File: src/design/hall_pulse_counter_with_lockout_assert.svh
// Assertion macros shared by the hall pulse counter RTL.
`ifndef HALL_PULSE_COUNTER_WITH_LOCKOUT_ASSERT_SVH
`define HALL_PULSE_COUNTER_WITH_LOCKOUT_ASSERT_SVH

// Check that cons holds in the same cycle as ante.
`define HPC_ASSERT_IMPLY(lbl, ante, cons, msg) \
  lbl: assert property (@(posedge clk_i) disable iff (!rst_ni) (ante) |-> (cons)) \
    else $error(msg);

// Check that cons holds in the cycle after ante.
`define HPC_ASSERT_NEXT(lbl, ante, cons, msg) \
  lbl: assert property (@(posedge clk_i) disable iff (!rst_ni) (ante) |=> (cons)) \
    else $error(msg);

`endif

File: src/design/hpc_pkg.sv
// Types and constants of the hall pulse counter.
package hpc_pkg;

  // Channel count and derived index width
  localparam int Channels = 4;
  localparam int IdxW     = (Channels > 1) ? $clog2(Channels) : 1;

  // Field widths
  localparam int CmdW   = 1;
  localparam int ChanW  = 2;
  localparam int PinW   = 4;
  localparam int CountW = 7;
  localparam int TickW  = 10;

  // Configuration port
  localparam int AddrW = 4;
  localparam int DataW = 32;

  // Command codes
  localparam logic [CmdW-1:0] CmdTick = 1'b0;
  localparam logic [CmdW-1:0] CmdEdge = 1'b1;

  // Register indexes, taken from paddr[3:2]
  typedef enum logic [1:0] {
    RegThreshold = 2'd0,
    RegConfirm   = 2'd1,
    RegLockout   = 2'd2
  } reg_idx_e;

  // Register reset values
  localparam logic [CountW-1:0] ThresholdRst = 7'd20;
  localparam logic [TickW-1:0]  ConfirmRst   = 10'd3;
  localparam logic [TickW-1:0]  LockoutRst   = 10'd500;

  // Tick counters saturate here
  localparam logic [TickW-1:0] TickMax = '1;

  // Sequencer states
  typedef enum logic [1:0] {
    StIdle,
    StEdge,
    StVisit,
    StDone
  } state_e;

endpackage

File: src/design/hpc_if.sv
// Valid/ready channel interfaces for input and result transactions.
interface hpc_in_if;
  import hpc_pkg::*;

  logic              valid;
  logic              ready;
  logic [CmdW-1:0]   command;
  logic [ChanW-1:0]  channel;
  logic [PinW-1:0]   pin_levels;

  modport source (output valid, command, channel, pin_levels, input ready);
  modport sink   (input valid, command, channel, pin_levels, output ready);
endinterface

interface hpc_out_if;
  import hpc_pkg::*;

  logic              valid;
  logic              ready;
  logic [CountW-1:0] remaining;
  logic              remaining_updated;
  logic [CountW-1:0] pulse_count;
  logic              output_level;
  logic              lock_active;

  modport source (output valid, remaining, remaining_updated, pulse_count, output_level,
                  lock_active, input ready);
  modport sink   (input valid, remaining, remaining_updated, pulse_count, output_level,
                  lock_active, output ready);
endinterface

File: src/design/hall_pulse_counter_with_lockout.sv
// Top level of the hall pulse counter with shared lockout.
//
// Usage: input transactions on in_i carry either a timer tick (command 0) or a
// falling edge on one channel (command 1) together with the current pin
// levels. Every input transaction yields exactly one result transaction on
// out_o with the pulse count, remaining value, sticky output and lock flag.
// Registers threshold, confirm_ticks and lockout_ticks are written over the
// APB-style port at byte addresses 0, 4 and 8; write them only while idle.
// Sequencing: one channel unit is shared by all channels. An edge
// transaction passes through accept, arm and finish before its result is
// registered; a tick transaction passes through accept, one visit per
// channel and finish, since the unit visits one channel per cycle in order.
// in_i.ready is high only while the sequencer is idle, so a new transaction
// is taken only after the last one has left its finish state.
// The result sits in an output register: a new transaction is taken while an
// earlier result still waits, and the sequencer holds in its finish state
// only if the receiver stalls with the output register still full.
// Reset clears all channel state, the counters, the lock, the output latch
// and loads the register reset values; no clearing pass is needed.
module hall_pulse_counter_with_lockout (
  input  logic                       clk_i,
  input  logic                       rst_ni,
  hpc_in_if.sink                     in_i,
  hpc_out_if.source                  out_o,
  input  logic                       psel,
  input  logic                       penable,
  input  logic                       pwrite,
  input  logic [hpc_pkg::AddrW-1:0]  paddr,
  input  logic [hpc_pkg::DataW-1:0]  pwdata,
  output logic [hpc_pkg::DataW-1:0]  prdata,
  output logic                       pready
);
  import hpc_pkg::*;

  localparam logic [IdxW-1:0] IdxLast = IdxW'(Channels - 1);

  // Configuration registers
  logic [CountW-1:0] thr_q;
  logic [TickW-1:0]  confirm_q;
  logic [TickW-1:0]  lockout_q;

  // Sequencer
  state_e            state_q, state_d;
  logic [IdxW-1:0]   idx_q;
  logic [Channels-1:0] pin_q;
  logic              edge_ok_q;
  logic              in_take;
  logic              out_load;

  // Channel and shared state
  logic [Channels-1:0] armed_q;
  logic [TickW-1:0]    tick_q [Channels];
  logic                lock_q;
  logic [CountW-1:0]   pulses_q;
  logic                latch_q;
  logic [CountW-1:0]   shown_q;
  logic                updated_q;

  // Output register
  logic              out_valid_q;
  logic [CountW-1:0] out_rem_q;
  logic              out_upd_q;
  logic [CountW-1:0] out_cnt_q;
  logic              out_lvl_q;
  logic              out_lock_q;

  // Shared channel unit
  logic [TickW-1:0]  tick_cur;
  logic [TickW-1:0]  tick_inc;
  logic [CountW:0]   pulse_nx;
  logic [CountW:0]   thr_ext;
  logic [CountW-1:0] rem_val;
  logic              wrap;
  logic              confirm_hit;
  logic              release_hit;
  logic              level;
  logic              cfg_wr;

  // APB: always ready, write on the access phase
  assign pready = 1'b1;
  assign cfg_wr = psel && penable && pwrite && pready;

  always_comb begin
    unique case (paddr[3:2])
      RegThreshold: prdata = DataW'(thr_q);
      RegConfirm:   prdata = DataW'(confirm_q);
      RegLockout:   prdata = DataW'(lockout_q);
      default:      prdata = '0;
    endcase
  end

  always_ff @(posedge clk_i or negedge rst_ni) begin
    if (!rst_ni) begin
      thr_q     <= ThresholdRst;
      confirm_q <= ConfirmRst;
      lockout_q <= LockoutRst;
    end else if (cfg_wr) begin
      unique case (paddr[3:2])
        RegThreshold: thr_q     <= pwdata[CountW-1:0];
        RegConfirm:   confirm_q <= pwdata[TickW-1:0];
        RegLockout:   lockout_q <= pwdata[TickW-1:0];
        default:      ;
      endcase
    end
  end

  // Shared unit: advance one channel's tick count and work out the pulse update
  always_comb begin
    tick_cur    = tick_q[idx_q];
    tick_inc    = (tick_cur == TickMax) ? tick_cur : tick_cur + 1'b1;
    pulse_nx    = {1'b0, pulses_q} + 1'b1;
    thr_ext     = {1'b0, thr_q};
    rem_val     = (pulse_nx > thr_ext) ? '0 : CountW'(thr_ext - pulse_nx);
    wrap        = (pulse_nx >= thr_ext);
    confirm_hit = !lock_q && (tick_inc >= confirm_q);
    release_hit = lock_q && (tick_inc >= lockout_q);
    level       = pin_q[idx_q];
  end

  // Next state
  always_comb begin
    state_d = state_q;
    unique case (state_q)
      StIdle: begin
        if (in_i.valid) begin
          state_d = (in_i.command == CmdEdge) ? StEdge : StVisit;
        end
      end
      StEdge:  state_d = StDone;
      StVisit: begin
        if (idx_q == IdxLast) begin
          state_d = StDone;
        end
      end
      StDone: begin
        if (!out_valid_q || out_o.ready) begin
          state_d = StIdle;
        end
      end
      default: state_d = StIdle;
    endcase
  end

  // Sequencer outputs
  always_comb begin
    in_i.ready = (state_q == StIdle);
    out_load   = (state_q == StDone) && (!out_valid_q || out_o.ready);
  end

  assign in_take = in_i.valid && in_i.ready;

  always_ff @(posedge clk_i or negedge rst_ni) begin
    if (!rst_ni) begin
      state_q <= StIdle;
    end else begin
      state_q <= state_d;
    end
  end

  // Channel state: arm on edge, visit one channel per cycle on tick
  always_ff @(posedge clk_i or negedge rst_ni) begin
    if (!rst_ni) begin
      idx_q     <= '0;
      pin_q     <= '0;
      edge_ok_q <= 1'b0;
      armed_q   <= '0;
      for (int i = 0; i < Channels; i++) begin
        tick_q[i] <= '0;
      end
      lock_q    <= 1'b0;
      pulses_q  <= '0;
      latch_q   <= 1'b0;
      shown_q   <= '0;
      updated_q <= 1'b0;
    end else begin
      priority case (1'b1)
        in_take: begin
          updated_q <= 1'b0;
          edge_ok_q <= (int'(in_i.channel) < Channels);
          idx_q     <= (in_i.command == CmdEdge) ? IdxW'(in_i.channel) : '0;
          pin_q     <= Channels'({{Channels{1'b0}}, in_i.pin_levels});
        end
        (state_q == StEdge): begin
          if (edge_ok_q && !armed_q[idx_q]) begin
            armed_q[idx_q] <= 1'b1;
            tick_q[idx_q]  <= '0;
            lock_q         <= 1'b0;
          end
        end
        (state_q == StVisit): begin
          idx_q <= idx_q + 1'b1;
          if (armed_q[idx_q]) begin
            if (confirm_hit) begin
              if (!level) begin
                tick_q[idx_q] <= tick_inc;
                shown_q       <= rem_val;
                pulses_q      <= wrap ? '0 : pulse_nx[CountW-1:0];
                latch_q       <= latch_q | wrap;
                lock_q        <= 1'b1;
                updated_q     <= 1'b1;
              end else begin
                // glitch: drop the channel
                tick_q[idx_q]  <= '0;
                armed_q[idx_q] <= 1'b0;
              end
            end else if (release_hit) begin
              lock_q         <= 1'b0;
              tick_q[idx_q]  <= '0;
              armed_q[idx_q] <= 1'b0;
            end else begin
              tick_q[idx_q] <= tick_inc;
            end
          end
        end
        default: ;
      endcase
    end
  end

  // Output register
  always_ff @(posedge clk_i or negedge rst_ni) begin
    if (!rst_ni) begin
      out_valid_q <= 1'b0;
    end else if (out_load) begin
      out_valid_q <= 1'b1;
    end else if (out_o.ready) begin
      out_valid_q <= 1'b0;
    end
  end

  always_ff @(posedge clk_i) begin
    if (out_load) begin
      out_rem_q  <= shown_q;
      out_upd_q  <= updated_q;
      out_cnt_q  <= pulses_q;
      out_lvl_q  <= latch_q;
      out_lock_q <= lock_q;
    end
  end

  assign out_o.valid             = out_valid_q;
  assign out_o.remaining         = out_rem_q;
  assign out_o.remaining_updated = out_upd_q;
  assign out_o.pulse_count       = out_cnt_q;
  assign out_o.output_level      = out_lvl_q;
  assign out_o.lock_active       = out_lock_q;

  `include "hall_pulse_counter_with_lockout_assert.svh"

  `HPC_ASSERT_NEXT(a_accept_leaves_idle, in_take, state_q != StIdle, "accept did not start work")
  `HPC_ASSERT_NEXT(a_visit_advance, state_q == StVisit && idx_q != IdxLast, state_q == StVisit && idx_q == $past(idx_q) + 1'b1, "channel visit skipped")
  `HPC_ASSERT_IMPLY(a_lock_set_by_count, lock_q && !$past(lock_q), $past(state_q) == StVisit, "lock set outside a visit")
  `HPC_ASSERT_NEXT(a_edge_clears_lock, state_q == StEdge && edge_ok_q && !armed_q[idx_q], !lock_q, "arming edge left the lock set")

endmodule

File: src/flat_wrapper.sv
// flat-port wrapper written by rule: the top's interface ports become plain ports
module hall_pulse_counter_with_lockout_flat import hpc_pkg::*;
  (clk_i, rst_ni, psel, penable, pwrite, paddr, pwdata, prdata, pready, in_i_valid, in_i_command, in_i_channel, in_i_pin_levels, in_i_ready, out_o_valid, out_o_remaining, out_o_remaining_updated, out_o_pulse_count, out_o_output_level, out_o_lock_active, out_o_ready);
  hpc_in_if in_i_i ();
  hpc_out_if out_o_i ();
  input  logic clk_i;
  input  logic rst_ni;
  input  logic psel;
  input  logic penable;
  input  logic pwrite;
  input  logic [hpc_pkg::AddrW-1:0] paddr;
  input  logic [hpc_pkg::DataW-1:0] pwdata;
  output logic [hpc_pkg::DataW-1:0] prdata;
  output logic pready;
  input wire logic [$bits(in_i_i.valid)-1:0] in_i_valid;
  input wire logic [$bits(in_i_i.command)-1:0] in_i_command;
  input wire logic [$bits(in_i_i.channel)-1:0] in_i_channel;
  input wire logic [$bits(in_i_i.pin_levels)-1:0] in_i_pin_levels;
  output wire logic [$bits(in_i_i.ready)-1:0] in_i_ready;
  output wire logic [$bits(out_o_i.valid)-1:0] out_o_valid;
  output wire logic [$bits(out_o_i.remaining)-1:0] out_o_remaining;
  output wire logic [$bits(out_o_i.remaining_updated)-1:0] out_o_remaining_updated;
  output wire logic [$bits(out_o_i.pulse_count)-1:0] out_o_pulse_count;
  output wire logic [$bits(out_o_i.output_level)-1:0] out_o_output_level;
  output wire logic [$bits(out_o_i.lock_active)-1:0] out_o_lock_active;
  input wire logic [$bits(out_o_i.ready)-1:0] out_o_ready;
  assign in_i_i.valid = in_i_valid;
  assign in_i_i.command = in_i_command;
  assign in_i_i.channel = in_i_channel;
  assign in_i_i.pin_levels = in_i_pin_levels;
  assign in_i_ready = in_i_i.ready;
  assign out_o_valid = out_o_i.valid;
  assign out_o_remaining = out_o_i.remaining;
  assign out_o_remaining_updated = out_o_i.remaining_updated;
  assign out_o_pulse_count = out_o_i.pulse_count;
  assign out_o_output_level = out_o_i.output_level;
  assign out_o_lock_active = out_o_i.lock_active;
  assign out_o_i.ready = out_o_ready;
  hall_pulse_counter_with_lockout u_core (.clk_i(clk_i), .rst_ni(rst_ni), .in_i(in_i_i), .out_o(out_o_i), .psel(psel), .penable(penable), .pwrite(pwrite), .paddr(paddr), .pwdata(pwdata), .prdata(prdata), .pready(pready));
endmodule
File: config.mk
export PLATFORM = sky130hd
export DESIGN_NAME = hall_pulse_counter_with_lockout_flat
export DESIGN_NICKNAME = d
export VERILOG_FILES = /design/src/design/hpc_pkg.sv /design/src/design/hpc_if.sv /design/src/design/hall_pulse_counter_with_lockout.sv /design/src/flat_wrapper.sv
export VERILOG_INCLUDE_DIRS = /design/src /design/src/design
export SDC_FILE = /design/constraint.sdc
export NUM_CORES = 1
export LEC_CHECK = 0
export ABC_AREA = 1
export BUFFER_PORTS_ARGS = -buffer_cell sky130_fd_sc_hd__buf_2
export CAP_MARGIN = 20
export CORE_ASPECT_RATIO = 1.75
export CORE_UTILIZATION = 45
export DETAILED_ROUTE_END_ITERATION = 8
export PLACE_DENSITY = 0.68
export SYNTH_ARGS = -nofsm -noshare
export SYNTH_HDL_FRONTEND = slang
export SYNTH_SLANG_ARGS = --single-unit
File: constraint.sdc
create_clock -name clk_i -period 3.65 [get_ports clk_i]
set_clock_uncertainty 0.1 [all_clocks]
set_input_delay 0.365 -clock clk_i [delete_from_list [all_inputs] [get_ports clk_i]]
set_output_delay 0.365 -clock clk_i [all_outputs]
set_load 0.005 [all_outputs]
==> metrics.md <==
| Metric | Value |
|---|---|
| DRC | 0 |
| Die area | 15630 um^2 |
| IR drop worst, VDD | 0.5101 mV |
| Most common cell after layout, fill and taps aside | nand2_1 |
| Drt via density | between 5 and 6 |
| WL final | ~17 mm |
| Port bufs | 54 |
| Area post-placement | ~7400 um^2 |
| Synth top area share | 0.3236 |
| Total grt overflow | 0 |
| Final-report max-slew violation count | 0 |
| FMAX | 285.2 MHz |
| Setup tns final | 0 ns |
| Number of global-route vias before repair | about 5600 |
| Synth-to-Final Area Change | 23.19% |
| Worst skew pair latency | around 0.42 ns |
| # diodes | 0 |
| Post-layout instance area | 8382 um^2 |
| Cell taking the most area after synthesis | dfrtp_1 |
| Max cap viols | 0 |
| Worst path max stage delay | around 0.42 ns |
| Crit path kind | reg2reg |
| Via count | around 5900 |
| Mapped cell area | about 7000 um^2 |
| Synth Instances | 859 |
| CP dominant cell by count | nand2_2 |
| Core area | between 10000 and 15000 um^2 |
| Least-Margin Pin Slew | 1.027 ns |
| Largest net degree at the start of global routing | 43 |
| # fillers | between 1000 and 1500 |
| Root Buffer | clkbuf_16 |
| Area contributors post-synth | dfrtp_1, nand2_1, ha_1, edfxtp_1, nand3_1 |
| Layout cells sized above 1 | 0.2214 |
| Max_slew headroom | 0.3152 |
| Sequential share of the synthesized area | 0.4373 |
| Netlist cell types | 45 |
| DP HPWL | approximately 12 mm |
| LEAKAGE | 0.004353 uW |
| Register clock-pin slew on the reported worst setup and hold paths | roughly 0.06 ns |
| Worst setup SP type | flip-flop |
| NumNets Final | around 1100 |
| Hold Path Class | in2reg |
| Total GRT Usage | 0.2179 |
| Drt wl/cell | roughly 15 um |
| Initial DRC count | ~290 |
| Final Setup Violations | 0 |
| Clk buf depth | 2 |
| Initial core utilization | 0.4586 |
| Required @ worst endpoint | about 4 ns |
| Fin crit period | 3.507 ns |
| Avg Cell Area, Syn | 7.921 um^2 |
| P per Cell Area | approximately 1000 nW/um^2 |
| Antenna-violating nets left | 0 |
| Fin crit share | 0.9608 |
| Num CTS Buffers | 17 |
| H-tree levels | 4 |
| CTS tree | yes |
| Ys Warns | 0 |
| Status | finished, final reports clean |
| Final Hold Vio Count | 0 |
| GPL Wtd Cong | about 0.86 |
| Critical Path Fanout Max | 10 |
| TritonRoute pass-1 iters | 4 |
| WP data arrival | 3.76 ns |
| Worst setup EP type | flip-flop |
| IO Count | 102 |
| TritonCTS Sinks | ~120 |
| Crit path cell chain | buf_12 -> o21ai_1 -> nand2_1 -> nand2_2 -> ha_4 -> inv_2 -> nor2_4 -> nand2_2 -> nor2_4 -> nand3_4 -> buf_6 -> nand2_2 -> buf_4 -> ha_1 -> nand2_2 -> nor2_1 -> nand3_1 -> nand4_1 -> nand2_2 -> nand2_4 -> nand2_8 -> buf_8 -> nand3_1 -> nand2_1 |
| First-pass GRT wire length | ~26 mm |
| Cell Rows | about 60 |
| Most frequent cells in the layout | nand2_1, inv_1, dfrtp_1, nand3_1, buf_2 |
| RSZ-0062 raised after global routing | yes |
| Initial antenna violation count | 0 |
| Post-synthesis register bit count | around 120 |
| DIE WIDTH | roughly 95 um |
| CP max stage cell | dfrtp_2 |
| Chip height | roughly 160 um |
| Final core utilization | 0.5649 |
-- state kept, by name, indices dropped and copies added (netlist names), 2 cells and up, named ones only --
signal,cells
u_core.tick_q,40
u_core.confirm_q,10
u_core.lockout_q,10
u_core.shown_q,7
u_core.out_o.pulse_count,7
u_core.state_q,2
u_core.out_o.remaining,7
u_core.thr_q,7
u_core.pulses_q,7
u_core.pin_q,4
u_core.idx_q,2
-- kinds of logic (layout without fill, tap and decap cells) --
group           Yosys count  in the layout  share of synthesized area
fa+ha+maj                45             45                    0.08385
xor+xnor                  9              9                    0.01158
buf+inv                 144            235                     0.1008
compound gates           72             72                    0.06252
simple gates            472            472                     0.3029
other cells               2             23                   0.001104
flops                   115            115                     0.4373
-- worst paths after layout --
check                                                           end  slack (ns)  cells after the start                   startpoint
min in group asynchronous             u_core.shown_q[0]$_DFFE_PN0P_        0.39                      2                       rst_ni
max in group asynchronous           u_core.lockout_q[2]$_DFFE_PN1P_        2.17                      3                       rst_ni
worst min-delay path                    u_core.pin_q[3]$_DFFE_PN0P_        0.05                      3           in_i_pin_levels[3]
worst min register to register  u_core.out_o.output_level$_DFFE_PP_        0.35                      0   u_core.latch_q$_DFFE_PN0P_
worst max register to register        u_core.tick_q[23]$_DFFE_PN0P_        0.14                     24  u_core.idx_q[0]$_DFFE_PN0P_
worst max-delay path                  u_core.tick_q[23]$_DFFE_PN0P_        0.14                     24  u_core.idx_q[0]$_DFFE_PN0P_
-- layer usage --
metal  vias to the layer above  GRT usage  wire length (um)
met1                      2806     0.2338              6320
met5                         -          0                 0
met4                         0     0.1178               762
met2                       168     0.3983              9292
li1                       2899          -                 -
met3                        58    0.03499               702
-- final cells by class --
cell class	count	area (um^2)	share of cell area
clock buffer	19	442.9	0.05284
clock inverter	13	136.4	0.01627
inverter	98	377.9	0.04508
multi-input combinational	621	3411	0.4069
sequential	115	2977	0.3551
tap	183	229.0	0.02732
timing repair buffer	105	808.3	0.09643
-- power by group --
part	switching [uW]	internal (uW)
clock	610	1020
combinational	2980	2120
sequential	257	1780
total	3840	4910
-- cell usage after synthesis (all sizes together) --
master	number
nand4	10
xor2	5
nand3	92
clkinv	1
conb	2
a22oi	1
nand3b	5
a21o	1
o21bai	1
o31ai	1
a31oi	1
nor3	1
or2	3
dfrtp	88
clkbuf	6
fa	1
o211ai	2
and3	1
xnor2	4
dfstp	10
o22ai	3
ha	44
o21ai	41
inv	97
nand2	318
edfxtp	17
and2	1
o221ai	7
a21oi	14
nor2	40
nor3b	1
buf	40
-- worst max-delay path: cells and delay by family, from the launching register on --
| family | cells | cell delay, ns |
|---|---|---|
| buffers and inverters | 5 | 0.67 |
| flip-flops | 1 | 0.42 |
| AO/OA/AOI/OAI | 1 | 0.13 |
| adder cells (fa/ha/maj) | 2 | 0.38 |
| AND/OR/NAND/NOR | 16 | 1.73 |
-- stage by stage --
step,total power (uW),hold slack [ns],instances,setup WS (ns)
2_1_floorplan,4590,-0.03059,880,0.2133
3_3_place_gp,5738,0.3047,1103,0.02064
3_5_place_dp,5802,0.3048,1103,-0.008629
4_1_cts,7466,0.03649,1136,0.01399
5_1_grt,9341,0.05640,1154,-0.1185
6_report,8754,0.04736,1154,0.1432
-- what timing repair did --
action                     CTS  global route
hold buffers                 1             0
gates cloned                 0             8
hold endpoints to repair    40             0
pin swaps                    0            17
setup endpoints to repair    4            61
resized for setup            1            58
setup buffers                0            11
Power figures use the tool's default switching activity.
